==> src/hdl/lcbm_pkg.sv <==
// shared types and constants for the lamp color and brightness mapper
package lcbm_pkg;

    // field widths
    localparam int COLOR_W  = 8;
    localparam int TEMP_W   = 16;
    localparam int BRIGHT_W = 7;
    localparam int CFG_IDX_W = 2;
    localparam int CFG_DATA_W = 16;

    // q10 interpolation position, 0..1024 needs eleven bits
    localparam int Q10_SHIFT = 10;
    localparam int ALPHA_W   = Q10_SHIFT + 1;
    localparam int Q10_ONE   = 1 << Q10_SHIFT;

    // warm and cool white points, cool is full on every channel
    localparam int WARM_G     = 147;
    localparam int WARM_B     = 41;
    localparam int COOL_LEVEL = 255;
    localparam int GREEN_STEP = COOL_LEVEL - WARM_G;
    localparam int BLUE_STEP  = COOL_LEVEL - WARM_B;

    // brightness curve
    localparam int BRIGHT_MAX = 100;
    localparam int KNEE_PCT   = 10;
    localparam int QUAD_DIV   = 7921;

    // reciprocal multipliers for constant divides
    localparam int TENTH_MUL    = 205;   // x / 10 for x below 256
    localparam int TENTH_SHIFT  = 11;
    localparam int NINTH_MUL    = 57;    // x / 9 for x up to 225
    localparam int NINTH_SHIFT  = 9;
    localparam int QUAD_SHIFT   = 24;    // x / 7921, low by at most one
    localparam int QUAD_MUL     = (1 << QUAD_SHIFT) / QUAD_DIV;
    localparam int DIV255_MUL   = 32897; // x / 255 exact for 16 bit x
    localparam int DIV255_SHIFT = 23;

    // register reset values
    localparam int MIN_PWM_RST  = 0;
    localparam int MAX_PWM_RST  = 255;
    localparam int CCT_LOW_RST  = 2700;
    localparam int CCT_HIGH_RST = 6500;

    // configuration register indexes
    typedef enum logic [CFG_IDX_W-1:0] {
        CFG_MIN_PWM  = 2'd0,
        CFG_MAX_PWM  = 2'd1,
        CFG_CCT_LOW  = 2'd2,
        CFG_CCT_HIGH = 2'd3
    } cfg_reg_t;

    // per item fields that ride along the divider
    typedef struct packed {
        logic                kind;
        logic [COLOR_W-1:0]  red;
        logic [COLOR_W-1:0]  green;
        logic [COLOR_W-1:0]  blue;
        logic [BRIGHT_W-1:0] bright;
    } side_t;

endpackage

==> src/hdl/lcbm_div.sv <==
// pipelined restoring divider for the q10 interpolation position
module lcbm_div (
    input  logic                           aclk,
    input  logic                           aresetn,
    input  logic                           en,
    input  logic                           in_valid,
    input  logic [lcbm_pkg::TEMP_W-1:0]    num,
    input  logic [lcbm_pkg::TEMP_W-1:0]    den,
    input  lcbm_pkg::side_t                in_side,
    output logic                           out_valid,
    output logic [lcbm_pkg::ALPHA_W-1:0]   out_quot,
    output lcbm_pkg::side_t                out_side
);

    localparam int NS = lcbm_pkg::ALPHA_W;
    localparam int W  = lcbm_pkg::TEMP_W;

    // one quotient bit per stage, msb first
    logic                vld_reg  [NS];
    logic [W-1:0]        rem_reg  [NS];
    logic [W-1:0]        den_reg  [NS];
    logic [NS-1:0]       quot_reg [NS];
    lcbm_pkg::side_t     side_reg [NS];

    // stage inputs: stage 0 from the ports, others from the previous stage
    logic [W:0]          cand_in  [NS];
    logic [W-1:0]        den_in   [NS];
    logic [NS-1:0]       quot_in  [NS];
    logic                vld_in   [NS];
    lcbm_pkg::side_t     side_in  [NS];

    // first stage compares num itself since num never exceeds den
    assign cand_in[0] = {1'b0, num};
    assign den_in[0]  = den;
    assign quot_in[0] = '0;
    assign vld_in[0]  = in_valid;
    assign side_in[0] = in_side;

    genvar k;
    generate
        for (k = 0; k < NS; k++) begin : g_stage
            logic         bit_q;
            logic [W:0]   diff;
            logic [W-1:0] rem_next;
            logic [NS-1:0] quot_next;

            if (k > 0) begin : g_link
                assign cand_in[k] = {rem_reg[k-1], 1'b0};
                assign den_in[k]  = den_reg[k-1];
                assign quot_in[k] = quot_reg[k-1];
                assign vld_in[k]  = vld_reg[k-1];
                assign side_in[k] = side_reg[k-1];
            end

            // compare and subtract
            always_comb begin
                diff  = cand_in[k] - {1'b0, den_in[k]};
                bit_q = (cand_in[k] >= {1'b0, den_in[k]});
                rem_next = bit_q ? diff[W-1:0] : cand_in[k][W-1:0];
                quot_next = quot_in[k];
                quot_next[NS-1-k] = bit_q;
            end

            // stage valid
            always_ff @(posedge aclk) begin
                if (!aresetn) begin
                    vld_reg[k] <= 1'b0;
                end else if (en) begin
                    vld_reg[k] <= vld_in[k];
                end
            end

            // stage payload
            always_ff @(posedge aclk) begin
                if (en) begin
                    rem_reg[k]  <= rem_next;
                    den_reg[k]  <= den_in[k];
                    quot_reg[k] <= quot_next;
                    side_reg[k] <= side_in[k];
                end
            end
        end
    endgenerate

    assign out_valid = vld_reg[NS-1];
    assign out_quot  = quot_reg[NS-1];
    assign out_side  = side_reg[NS-1];

endmodule

==> src/hdl/lamp_color_brightness_mapper.sv <==
// top level of the lamp color and brightness mapper
//
// Usage: each transaction on the s_ channel carries a mode, an rgb color, a color
// temperature and a brightness percent; the m_ channel returns one transaction with
// three 8-bit pwm duty values for it, in order.
// The cfg channel writes min_pwm, max_pwm, cct_low and cct_high by index; it is
// always ready, and the user must write it only while no transaction is in flight;
// the block itself does not enforce this. One transaction can be accepted every
// cycle while the output is not stalled; the pipeline depth comes from the input
// register, the 11-stage divider that forms the q10 temperature position, and six
// stages for the lerp, the brightness curve and the final scale by 255.
// Reset clears every pipeline valid bit and loads the register defaults
// (0, 255, 2700, 6500).
// While a result waits on m_valid with m_ready low, the whole pipeline holds and
// s_ready is low; nothing is dropped or repeated.
module lamp_color_brightness_mapper (
    input  logic                              aclk,
    input  logic                              aresetn,
    // configuration writes
    input  logic                              cfg_valid,
    output logic                              cfg_ready,
    input  logic [lcbm_pkg::CFG_IDX_W-1:0]    cfg_index,
    input  logic [lcbm_pkg::CFG_DATA_W-1:0]   cfg_data,
    // request channel
    input  logic                              s_valid,
    output logic                              s_ready,
    input  logic                              s_kind,
    input  logic [lcbm_pkg::COLOR_W-1:0]      s_red_in,
    input  logic [lcbm_pkg::COLOR_W-1:0]      s_green_in,
    input  logic [lcbm_pkg::COLOR_W-1:0]      s_blue_in,
    input  logic [lcbm_pkg::TEMP_W-1:0]       s_color_temp,
    input  logic [lcbm_pkg::BRIGHT_W-1:0]     s_brightness,
    // result channel
    output logic                              m_valid,
    input  logic                              m_ready,
    output logic [lcbm_pkg::COLOR_W-1:0]      m_red_out,
    output logic [lcbm_pkg::COLOR_W-1:0]      m_green_out,
    output logic [lcbm_pkg::COLOR_W-1:0]      m_blue_out
);

    localparam int CW = lcbm_pkg::COLOR_W;
    localparam int TW = lcbm_pkg::TEMP_W;
    localparam int BW = lcbm_pkg::BRIGHT_W;
    localparam int AW = lcbm_pkg::ALPHA_W;

    // configuration registers
    logic [CW-1:0] min_pwm_reg;
    logic [CW-1:0] max_pwm_reg;
    logic [TW-1:0] cct_low_reg;
    logic [TW-1:0] cct_high_reg;

    assign cfg_ready = 1'b1;

    always_ff @(posedge aclk) begin
        if (!aresetn) begin
            min_pwm_reg  <= CW'(lcbm_pkg::MIN_PWM_RST);
            max_pwm_reg  <= CW'(lcbm_pkg::MAX_PWM_RST);
            cct_low_reg  <= TW'(lcbm_pkg::CCT_LOW_RST);
            cct_high_reg <= TW'(lcbm_pkg::CCT_HIGH_RST);
        end else if (cfg_valid) begin
            unique case (lcbm_pkg::cfg_reg_t'(cfg_index))
                lcbm_pkg::CFG_MIN_PWM:  min_pwm_reg  <= cfg_data[CW-1:0];
                lcbm_pkg::CFG_MAX_PWM:  max_pwm_reg  <= cfg_data[CW-1:0];
                lcbm_pkg::CFG_CCT_LOW:  cct_low_reg  <= cfg_data[TW-1:0];
                lcbm_pkg::CFG_CCT_HIGH: cct_high_reg <= cfg_data[TW-1:0];
            endcase
        end
    end

    // derived curve constants: pwm range, knee offset, quadratic span
    logic [CW-1:0] range_next;
    logic [15:0]   tenth_prod;
    logic [CW-1:0] range_reg;
    logic [4:0]    koff_reg;
    logic [CW-1:0] qspan_reg;

    always_comb begin
        range_next = (max_pwm_reg >= min_pwm_reg) ? (max_pwm_reg - min_pwm_reg) : '0;
        tenth_prod = 16'(range_next) * 16'(lcbm_pkg::TENTH_MUL);
    end

    always_ff @(posedge aclk) begin
        range_reg <= range_next;
        koff_reg  <= 5'(tenth_prod >> lcbm_pkg::TENTH_SHIFT);
        qspan_reg <= range_reg - CW'(koff_reg);
    end

    // whole pipeline advances when the output register is free or being taken
    logic en;
    logic m_valid_reg;

    assign en      = !m_valid_reg || m_ready;
    assign s_ready = en;

    // stage a: input register
    logic            a_vld_reg;
    lcbm_pkg::side_t a_side_reg;
    logic [TW-1:0]   a_temp_reg;

    always_ff @(posedge aclk) begin
        if (!aresetn) begin
            a_vld_reg <= 1'b0;
        end else if (en) begin
            a_vld_reg <= s_valid;
        end
    end

    always_ff @(posedge aclk) begin
        if (en) begin
            a_side_reg.kind   <= s_kind;
            a_side_reg.red    <= s_red_in;
            a_side_reg.green  <= s_green_in;
            a_side_reg.blue   <= s_blue_in;
            a_side_reg.bright <= s_brightness;
            a_temp_reg        <= s_color_temp;
        end
    end

    // clamp temperature, form divider operands, saturate brightness
    logic [TW-1:0]   t_lo;
    logic [TW-1:0]   t_cl;
    logic            span_pos;
    logic [TW-1:0]   div_num;
    logic [TW-1:0]   div_den;
    lcbm_pkg::side_t div_side;

    always_comb begin
        t_lo     = (a_temp_reg < cct_low_reg) ? cct_low_reg : a_temp_reg;
        t_cl     = (t_lo > cct_high_reg) ? cct_high_reg : t_lo;
        span_pos = (cct_high_reg > cct_low_reg);
        div_num  = span_pos ? (t_cl - cct_low_reg) : '0;
        div_den  = span_pos ? (cct_high_reg - cct_low_reg) : TW'(1);
        div_side = a_side_reg;
        if (a_side_reg.bright > BW'(lcbm_pkg::BRIGHT_MAX)) begin
            div_side.bright = BW'(lcbm_pkg::BRIGHT_MAX);
        end
    end

    // divider stages
    logic            d_vld;
    logic [AW-1:0]   d_alpha;
    lcbm_pkg::side_t d_side;

    lcbm_div u_div (
        .aclk      (aclk),
        .aresetn   (aresetn),
        .en        (en),
        .in_valid  (a_vld_reg),
        .num       (div_num),
        .den       (div_den),
        .in_side   (div_side),
        .out_valid (d_vld),
        .out_quot  (d_alpha),
        .out_side  (d_side)
    );

    // stage p1: lerp toward cool white, split brightness into linear or square
    logic [17:0]   g_step;
    logic [17:0]   b_step;
    logic [CW-1:0] cct_green;
    logic [CW-1:0] cct_blue;
    logic [3:0]    bm1;
    logic [BW-1:0] n_quad;

    logic          p1_vld_reg;
    logic [CW-1:0] p1_red_reg;
    logic [CW-1:0] p1_green_reg;
    logic [CW-1:0] p1_blue_reg;
    logic          p1_bz_reg;
    logic          p1_lin_reg;
    logic [7:0]    p1_lin_num_reg;
    logic [12:0]   p1_nsq_reg;

    always_comb begin
        g_step    = 18'(d_alpha) * 18'(lcbm_pkg::GREEN_STEP);
        b_step    = 18'(d_alpha) * 18'(lcbm_pkg::BLUE_STEP);
        cct_green = CW'(lcbm_pkg::WARM_G) + CW'(g_step >> lcbm_pkg::Q10_SHIFT);
        cct_blue  = CW'(lcbm_pkg::WARM_B) + CW'(b_step >> lcbm_pkg::Q10_SHIFT);
        bm1       = 4'(d_side.bright - BW'(1));
        n_quad    = d_side.bright - BW'(lcbm_pkg::KNEE_PCT);
    end

    always_ff @(posedge aclk) begin
        if (!aresetn) begin
            p1_vld_reg <= 1'b0;
        end else if (en) begin
            p1_vld_reg <= d_vld;
        end
    end

    always_ff @(posedge aclk) begin
        if (en) begin
            p1_red_reg     <= d_side.kind ? CW'(lcbm_pkg::COOL_LEVEL) : d_side.red;
            p1_green_reg   <= d_side.kind ? cct_green : d_side.green;
            p1_blue_reg    <= d_side.kind ? cct_blue : d_side.blue;
            p1_bz_reg      <= (d_side.bright == '0);
            p1_lin_reg     <= (d_side.bright <= BW'(lcbm_pkg::KNEE_PCT));
            p1_lin_num_reg <= 8'(9'(bm1) * 9'(koff_reg));
            p1_nsq_reg     <= 13'(14'(n_quad) * 14'(n_quad));
        end
    end

    // stage p2: linear segment divide by nine, quadratic numerator
    logic [13:0]   ninth_prod;
    logic [CW-1:0] lin_t;

    logic          p2_vld_reg;
    logic [CW-1:0] p2_red_reg;
    logic [CW-1:0] p2_green_reg;
    logic [CW-1:0] p2_blue_reg;
    logic          p2_bz_reg;
    logic          p2_lin_reg;
    logic [CW-1:0] p2_lin_t_reg;
    logic [20:0]   p2_qx_reg;

    always_comb begin
        ninth_prod = 14'(p1_lin_num_reg) * 14'(lcbm_pkg::NINTH_MUL);
        lin_t      = CW'(ninth_prod >> lcbm_pkg::NINTH_SHIFT) + min_pwm_reg;
    end

    always_ff @(posedge aclk) begin
        if (!aresetn) begin
            p2_vld_reg <= 1'b0;
        end else if (en) begin
            p2_vld_reg <= p1_vld_reg;
        end
    end

    always_ff @(posedge aclk) begin
        if (en) begin
            p2_red_reg   <= p1_red_reg;
            p2_green_reg <= p1_green_reg;
            p2_blue_reg  <= p1_blue_reg;
            p2_bz_reg    <= p1_bz_reg;
            p2_lin_reg   <= p1_lin_reg;
            p2_lin_t_reg <= lin_t;
            p2_qx_reg    <= 21'(p1_nsq_reg) * 21'(qspan_reg);
        end
    end

    // stage p3: estimate quotient by 7921 with a reciprocal
    logic [32:0]   quad_est;

    logic          p3_vld_reg;
    logic [CW-1:0] p3_red_reg;
    logic [CW-1:0] p3_green_reg;
    logic [CW-1:0] p3_blue_reg;
    logic          p3_bz_reg;
    logic          p3_lin_reg;
    logic [CW-1:0] p3_lin_t_reg;
    logic [20:0]   p3_qx_reg;
    logic [8:0]    p3_q0_reg;

    assign quad_est = 33'(p2_qx_reg) * 33'(lcbm_pkg::QUAD_MUL);

    always_ff @(posedge aclk) begin
        if (!aresetn) begin
            p3_vld_reg <= 1'b0;
        end else if (en) begin
            p3_vld_reg <= p2_vld_reg;
        end
    end

    always_ff @(posedge aclk) begin
        if (en) begin
            p3_red_reg   <= p2_red_reg;
            p3_green_reg <= p2_green_reg;
            p3_blue_reg  <= p2_blue_reg;
            p3_bz_reg    <= p2_bz_reg;
            p3_lin_reg   <= p2_lin_reg;
            p3_lin_t_reg <= p2_lin_t_reg;
            p3_qx_reg    <= p2_qx_reg;
            p3_q0_reg    <= 9'(quad_est >> lcbm_pkg::QUAD_SHIFT);
        end
    end

    // stage p4: correct the quotient, cap at the top, pick the target
    logic [21:0]   quad_back;
    logic [21:0]   quad_rem;
    logic [8:0]    quad_q;
    logic [9:0]    knee;
    logic [9:0]    top;
    logic [9:0]    quad_t;
    logic [9:0]    quad_cap;
    logic [CW-1:0] target;

    logic          p4_vld_reg;
    logic [CW-1:0] p4_red_reg;
    logic [CW-1:0] p4_green_reg;
    logic [CW-1:0] p4_blue_reg;
    logic [CW-1:0] p4_target_reg;

    always_comb begin
        quad_back = 22'(p3_q0_reg) * 22'(lcbm_pkg::QUAD_DIV);
        quad_rem  = 22'(p3_qx_reg) - quad_back;
        quad_q    = p3_q0_reg + 9'(quad_rem >= 22'(lcbm_pkg::QUAD_DIV));
        knee      = 10'(min_pwm_reg) + 10'(koff_reg);
        top       = 10'(min_pwm_reg) + 10'(range_reg);
        quad_t    = knee + 10'(quad_q);
        quad_cap  = (quad_t > top) ? top : quad_t;
        if (p3_bz_reg) begin
            target = '0;
        end else if (p3_lin_reg) begin
            target = p3_lin_t_reg;
        end else begin
            target = CW'(quad_cap);
        end
    end

    always_ff @(posedge aclk) begin
        if (!aresetn) begin
            p4_vld_reg <= 1'b0;
        end else if (en) begin
            p4_vld_reg <= p3_vld_reg;
        end
    end

    always_ff @(posedge aclk) begin
        if (en) begin
            p4_red_reg    <= p3_red_reg;
            p4_green_reg  <= p3_green_reg;
            p4_blue_reg   <= p3_blue_reg;
            p4_target_reg <= target;
        end
    end

    // stage p5: channel times target
    logic        p5_vld_reg;
    logic [15:0] p5_red_reg;
    logic [15:0] p5_green_reg;
    logic [15:0] p5_blue_reg;

    always_ff @(posedge aclk) begin
        if (!aresetn) begin
            p5_vld_reg <= 1'b0;
        end else if (en) begin
            p5_vld_reg <= p4_vld_reg;
        end
    end

    always_ff @(posedge aclk) begin
        if (en) begin
            p5_red_reg   <= 16'(p4_red_reg) * 16'(p4_target_reg);
            p5_green_reg <= 16'(p4_green_reg) * 16'(p4_target_reg);
            p5_blue_reg  <= 16'(p4_blue_reg) * 16'(p4_target_reg);
        end
    end

    // output register: divide by 255 through an exact reciprocal
    logic [31:0]   red_div;
    logic [31:0]   green_div;
    logic [31:0]   blue_div;
    logic [CW-1:0] m_red_out_reg;
    logic [CW-1:0] m_green_out_reg;
    logic [CW-1:0] m_blue_out_reg;

    always_comb begin
        red_div   = 32'(p5_red_reg) * 32'(lcbm_pkg::DIV255_MUL);
        green_div = 32'(p5_green_reg) * 32'(lcbm_pkg::DIV255_MUL);
        blue_div  = 32'(p5_blue_reg) * 32'(lcbm_pkg::DIV255_MUL);
    end

    always_ff @(posedge aclk) begin
        if (!aresetn) begin
            m_valid_reg <= 1'b0;
        end else if (en) begin
            m_valid_reg <= p5_vld_reg;
        end
    end

    always_ff @(posedge aclk) begin
        if (en) begin
            m_red_out_reg   <= CW'(red_div >> lcbm_pkg::DIV255_SHIFT);
            m_green_out_reg <= CW'(green_div >> lcbm_pkg::DIV255_SHIFT);
            m_blue_out_reg  <= CW'(blue_div >> lcbm_pkg::DIV255_SHIFT);
        end
    end

    assign m_valid     = m_valid_reg;
    assign m_red_out   = m_red_out_reg;
    assign m_green_out = m_green_out_reg;
    assign m_blue_out  = m_blue_out_reg;

    // interpolation position never passes one in q10
    assert property (@(posedge aclk) disable iff (!aresetn)
        d_vld |-> (d_alpha <= AW'(lcbm_pkg::Q10_ONE)))
        else $error("divider position above one");

    // lerp result stays between warm and cool white
    assert property (@(posedge aclk) disable iff (!aresetn)
        (d_vld && d_side.kind) |->
            (cct_green >= CW'(lcbm_pkg::WARM_G) && cct_blue >= CW'(lcbm_pkg::WARM_B)))
        else $error("color temperature lerp out of range");

    // reciprocal estimate is at most one low
    assert property (@(posedge aclk) disable iff (!aresetn)
        p3_vld_reg |-> (quad_rem < 22'(2 * lcbm_pkg::QUAD_DIV)))
        else $error("quadratic quotient estimate off by more than one");

    // a stall freezes the last stage and the output register
    assert property (@(posedge aclk) disable iff (!aresetn)
        !en |=> ($stable(p5_vld_reg) && $stable(p5_red_reg) && $stable(m_red_out_reg)
                 && $stable(m_green_out_reg) && $stable(m_blue_out_reg)))
        else $error("pipeline moved during a stall");

endmodule

==> config.mk <==
export PLATFORM = sky130hd
export DESIGN_NAME = lamp_color_brightness_mapper
export DESIGN_NICKNAME = d
export VERILOG_FILES = /design/src/hdl/lcbm_pkg.sv /design/src/hdl/lcbm_div.sv /design/src/hdl/lamp_color_brightness_mapper.sv
export SDC_FILE = /design/constraint.sdc
export NUM_CORES = 2
export LEC_CHECK = 0
export BUFFER_PORTS_ARGS = -buffer_cell sky130_fd_sc_hd__buf_2
export CAP_MARGIN = 15
export CORE_MARGIN = 2
export CORE_UTILIZATION = 41
export CTS_BUF_LIST = sky130_fd_sc_hd__clkbuf_4
export DETAILED_ROUTE_END_ITERATION = 7
export GPL_ROUTABILITY_DRIVEN = 1
export MAX_ROUTING_LAYER = met4
export PLACE_DENSITY_LB_ADDON = 0.1
export SYNTH_ARGS = -nofsm -noshare
export SYNTH_HDL_FRONTEND = slang
export SYNTH_SLANG_ARGS = --single-unit
==> constraint.sdc <==
create_clock -name aclk -period 72.3 [get_ports aclk]
set_clock_uncertainty 0.1 [all_clocks]
set_input_delay 10.845 -clock aclk [delete_from_list [all_inputs] [get_ports aclk]]
set_output_delay 10.845 -clock aclk [all_outputs]
set_load 0.05 [all_outputs]
=== Yosys cells after proc, flatten, opt, wreduce, memory -nomap -nowiden ===
Memories as Yosys holds them, arrays and structs flattened. A register that Yosys moved wholly into a read port is not among the register bits.
Index checks and enable logic that the tools add are counted.

* Flip-flop bits (word level): 393
* RAM bits: 836
* Bits of input ports: 71
* Output and inout bits: 27
* Word-level logic and storage cells: 175
* Memories: 5

{| class="wikitable"
|+ Memory list
! memory !! words !! width !! rd ports !! clocked after Yosys merged registers in !! write ports !! RTL line !! source
|-
| u_div.side_reg || 11 || 32 || 11 || 0 || 11 || lcbm_div.sv:23 || <nowiki>lcbm_pkg::side_t side_reg [NS];</nowiki>
|-
| u_div.den_reg || 11 || 16 || 10 || 0 || 11 || lcbm_div.sv:21 || <nowiki>logic [W-1:0] den_reg [NS];</nowiki>
|-
| u_div.rem_reg || 11 || 16 || 10 || 0 || 11 || lcbm_div.sv:20 || <nowiki>logic [W-1:0] rem_reg [NS];</nowiki>
|-
| u_div.quot_reg || 11 || 11 || 11 || 0 || 11 || lcbm_div.sv:22 || <nowiki>logic [NS-1:0] quot_reg [NS];</nowiki>
|-
| u_div.vld_reg || 11 || 1 || 11 || 1 || 11 || lcbm_div.sv:19 || <nowiki>logic vld_reg [NS];</nowiki>
|}

* Add/subtract/negate cells: 25
* Multiply operators: 15
* $lt $le $gt $ge: 19
* Equal/unequal tests: 3
* Mux-type cells: 37
* Bitwise logic cells: 11
* Reductions and logical operators: 9

{| class="wikitable"
|+ Operators by type and width
! kind !! count
|-
| 2-to-1 mux 16 bit || 15
|-
| subtractor 16 bit || 13
|-
| >= comparator 17 x 16 -> 1 bit || 10
|-
| multiplier 16 x 16 -> 31 bit (second input constant) || 3
|-
| multiplier 8 x 8 -> 16 bit || 3
|-
| 2-to-1 mux 8 bit || 5
|-
| greater-than comparator 16 bit || 2
|-
| multiplier 21 x 11 -> 32 bit (second input constant) || 1
|-
| >= comparator 22 x 13 -> 1 bit (second input constant) || 1
|-
| multiplier 9 x 13 -> 22 bit (second input constant) || 1
|-
| subtractor 21 x 22 -> 22 bit || 1
|-
| multiplier 13 x 8 -> 21 bit || 1
|-
| multiplier 11 x 7 -> 17 bit (second input constant) || 1
|-
| >= comparator 16 bit || 1
|-
| < comparator 16 bit || 1
|-
| multiplier 11 x 5 -> 16 bit (second input constant) || 1
|-
| multiplier 8 x 8 -> 16 bit (second input constant) || 1
|-
| 2-to-1 mux 1 bit || 16
|-
| multiplier 8 x 6 -> 14 bit (second input constant) || 1
|-
| multiplier 7 x 7 -> 13 bit || 1
|-
| bitwise OR 1 bit || 11
|-
| adder 9 x 9 -> 10 bit || 1
|-
| greater-than comparator 10 x 9 -> 1 bit || 1
|-
| adder 8 x 5 -> 9 bit || 1
|-
| 21 further kinds || 26
|}

=== Depth between registers and ports, before layout ===
* Word-level depth: 8
* Depth in mapped cells: 43
* Depth with buffers taken out: 41

=== Cells and area by module ===
Synthesis repeated with hierarchy kept, for this count alone.

* Cells, all modules: 6,201
* Area total of the unflattened synthesis: 73,598.1 sq um

{| class="wikitable"
|+ Modules (own cells, without submodules)
! module !! times used !! cells each !! area an instance (sq um) !! seq. area each (sq um)
|-
| lamp_color_brightness_mapper || 1 || 3,932 || 40,500.1 || 11,040.6
|-
| lcbm_div || 1 || 2,269 || 33,098.0 || 22,481.6
|}

=== Worst setup path after synthesis ===
No wires, ideal clock.

* Path type: input-to-output
* From: in m_ready
* To: out s_ready
* Arrival time: 40.062 ns
* Data required time: 61.355 ns
* Setup slack: 21.293 ns
* Cell stages on the path: 4
* Buffers on the path: 2
* Path through: nor2b_1 > clkbuf_1 > clkinv_1 > clkbuf_1

* Word-level cells in the longest chain between the ends: 1

{| class="wikitable"
|+ RTL lines
! element !! RTL line !! source
|-
| from (decl) || lamp_color_brightness_mapper.sv:35 || <nowiki>input logic m_ready,</nowiki>
|-
| logical OR 1 bit || lamp_color_brightness_mapper.sv:92 || <nowiki>assign en = !m_valid_reg || m_ready;</nowiki>
|-
| to (decl) || lamp_color_brightness_mapper.sv:26 || <nowiki>output logic s_ready,</nowiki>
|}

Every way passes these cells.

=== Worst setup path after layout ===
Ends and elaborated chain as after synthesis.

==> results.md <==
- Status: complete, no violations
- Aggregate routed wire length: approximately 140,000 um
- Relative slew margins: 20.4%
- Average routed wire per standard cell: around 15 um
- Final nets: just under 8,000
- Filler cell count in the final layout: between 15,000 and 20,000
- Kind of start point of the critical path: primary input
- HP Class: flop to flop
- Cell occurring most often along the worst timing path: buf_2
- WP data required: between 60 and 70 ns
- Internal reg-to-reg setup slack: 61.71 ns
- Setup total negative slack: 0 ns
- Total number of clock tree sinks: ~1,100
- Delay of the slowest cell on the worst path: about 0.67 ns
- Max-capacitance violation count: 0
- Yosys warnings: 0
- Wire length of the first global-routing pass: approximately 230,000 um
- Total Die Area: around 180,000 sq um
- Highest attainable clock frequency: 0.0426 GHz
- Number of remaining DRC errors: 0
- Number of H-tree levels: 5
- Iter 0 DRT Violations: ~1,900
- Area growth from synthesis to layout: 9.88%
- Setup repair after global routing missed its margin: false
- Initial Utilization: between 40% and 50%
- Number of global-route vias before repair: ~46,000
- CP arrival: between 10 and 15 ns
- Finish-stage setup viols: 0
- First-pass iteration count of the detailed router: 8
- Antenna violations before repair: 10
- Slew at the pin closest to its max-slew limit: around 1.2 ns
- Post-route fraction of the period consumed by the critical path: 32.5%
- Number of flip-flops under the largest register name: 352
- Cell variety after synth: about 110
- FP Rows: between 150 and 200
- Largest net degree at the start of global routing: between 150 and 200
- Estimated wirelength of the detail-placed design: 105,000 um
- DIE WIDTH: around 430 um
- GRT Total Usage: 16.3%
- Hold buffers post-CTS: 0
- Ratio of cells with drive above 1 in the final layout: roughly an eighth
- Max Fanout on Critical Path: approximately 110
- Total of flip-flops plus latches after synthesis: around 1,100
- Number of placed I/O pins: slightly below 100
- Post-CTS setup buffers: 0
- Leading cell types in the layout, fill and taps excluded: edfxtp_1 (1,065), ha_1 (959), inv_1 (898)
- Sequential element share of the synthesized area: a little under half
- Tmin final: around 23 ns
- Total clock buffers created by CTS: ~330
- PortBufs: 96
- Share of async-settable or async-resettable flops after synthesis: 0%
- Vias post-DR: roughly 44,000
- Ys flop type: edfxtp_1
- Antenna viol nets, final: 0
- Clock input transition at the sequential cells of the worst setup and hold paths: about 0.06 ns
- Minimum setup slack in the final design: around 50 ns
- Worst hold path depth: 0
- Cell area after technology mapping: between 70,000 and 80,000 sq um
- Total grt overflow: 0
- CTS tree: yes
- Most common library cell in the layout ignoring fill and taps: edfxtp_1
- Placeable core region: approximately 180,000 sq um
- Source-to-sink clock delay at the later pin of the worst-skew pair: around 1.2 ns
- Number of flops mapped to enable cells by yosys: 1,065
- Post-Synthesis Cells: approximately 6,100
- CTS Root Buffer Type: clkbuf_4
- Max clock buf depth: 4
- Worst path slowest cell: nor2b_1
- Die H: between 400 and 500 um
- Setup Crit Path Kind: primary input to output port
- Cells along the critical path: buf_2 > nor2b_1 > inv_8 > buf_2
- Post-cts gate resize count: 0
- R2r worst-path depth: 38
- Pre-CTS setup slack: just under 50 ns
- Last weighted congestion value of the routability-driven placer: between 0.8 and 0.9
- Max-slew violation count: 0
- Mean number of vias per cell: 4.88
- Type of destination of the critical path: output port
- Post-Syn Area per Cell: roughly 12 sq um
- Number of hold violations in the final report: 0
synthesized netlist by cell type, types with 51 or more instances:
cell      instances  area share (%)
a21boi_0         51            0.52
a21o_1           87            0.89
a21oi_1         219             1.5
and2_1          184             1.6
clkbuf_1         59            0.30
dfxtp_1          77             2.1
edfxtp_1       1065              44
fa_1            344             9.4
ha_1            959              16
inv_1           898             4.6
mux2_2          120             1.8
nand2_1         442             2.3
nand3_1          65            0.44
nor2_1          302             1.5
nor2b_1          75            0.64
nor3_1           81            0.55
o21a_1           59            0.60
o21ai_0         146             1.0
xnor2_1         224             2.7
xor2_1           83            0.99
through the flow:
step / std cells / util (%) / hold WS [ns] / area (sq um)
CTS: 9084 / 45.2 / 0.232 / 80500
global route: 9095 / 45.2 / 0.242 / 80500
global placement: 8538 / 43.0 / 0.300 / 76500
finish: 9095 / 45.2 / 0.269 / 80500
floorplan: 6146 / - / 0.300 / 73300
detailed placement: 8538 / 43.0 / 0.305 / 76500
final timing paths:
path,endpoint,startpoint
worst max-delay path,s_ready,m_ready
worst min-delay path,u_div.side_reg[4][25]$_DFFE_PN_,u_div.side_reg[3][25]$_DFFE_PN_
worst max register to register,p4_target_reg[1]$_SDFFCE_PP0N_,p3_q0_reg[2]$_DFFE_PN_
worst min register to register,u_div.side_reg[4][25]$_DFFE_PN_,u_div.side_reg[3][25]$_DFFE_PN_
critical path: cells and delay by family:
kind	cells	cell delay, ns
simple gates	1	0.67
buf+inv	3	0.92
routing by layer:
metal,global-route usage (%),vias up,share of wire (%)
met4,5.68,0,2.6
met5,-,-,0
li1,-,22400,-
met1,20.1,21000,46
met2,26.6,661,48
met3,3.20,266,3.8
final cells by class:
| type | instances | area, sq um | area share [%] |
|---|---|---|---|
| clock inverters | 78 | 454 | 0.564 |
| clock buffers | 468 | 3510 | 4.36 |
| well taps | 2355 | 2950 | 3.66 |
| multi-input cells | 4023 | 36000 | 44.7 |
| diodes | 11 | 27.5 | 0.0342 |
| inverters | 899 | 3380 | 4.20 |
| repair buffers | 119 | 678 | 0.842 |
| flip-flops and latches | 1142 | 33500 | 41.6 |
logic make-up after synthesis:
group                    Yosys count  share of synthesized area (%)
buffers and inverters            981                           5.15
AND/OR/NAND/NOR                 1368                           9.01
adder cells (fa/ha/maj)         1304                           25.8
multiplexers                     145                           2.19
other                              2                         0.0102
flip-flops                      1142                           45.7
XOR/XNOR                         307                           3.67
AO/OA/AOI/OAI                    896                           8.45
Power is left out: the tool's default activity adds up to more than one toggle a clock period on the data nets, which glitch-free logic cannot reach.
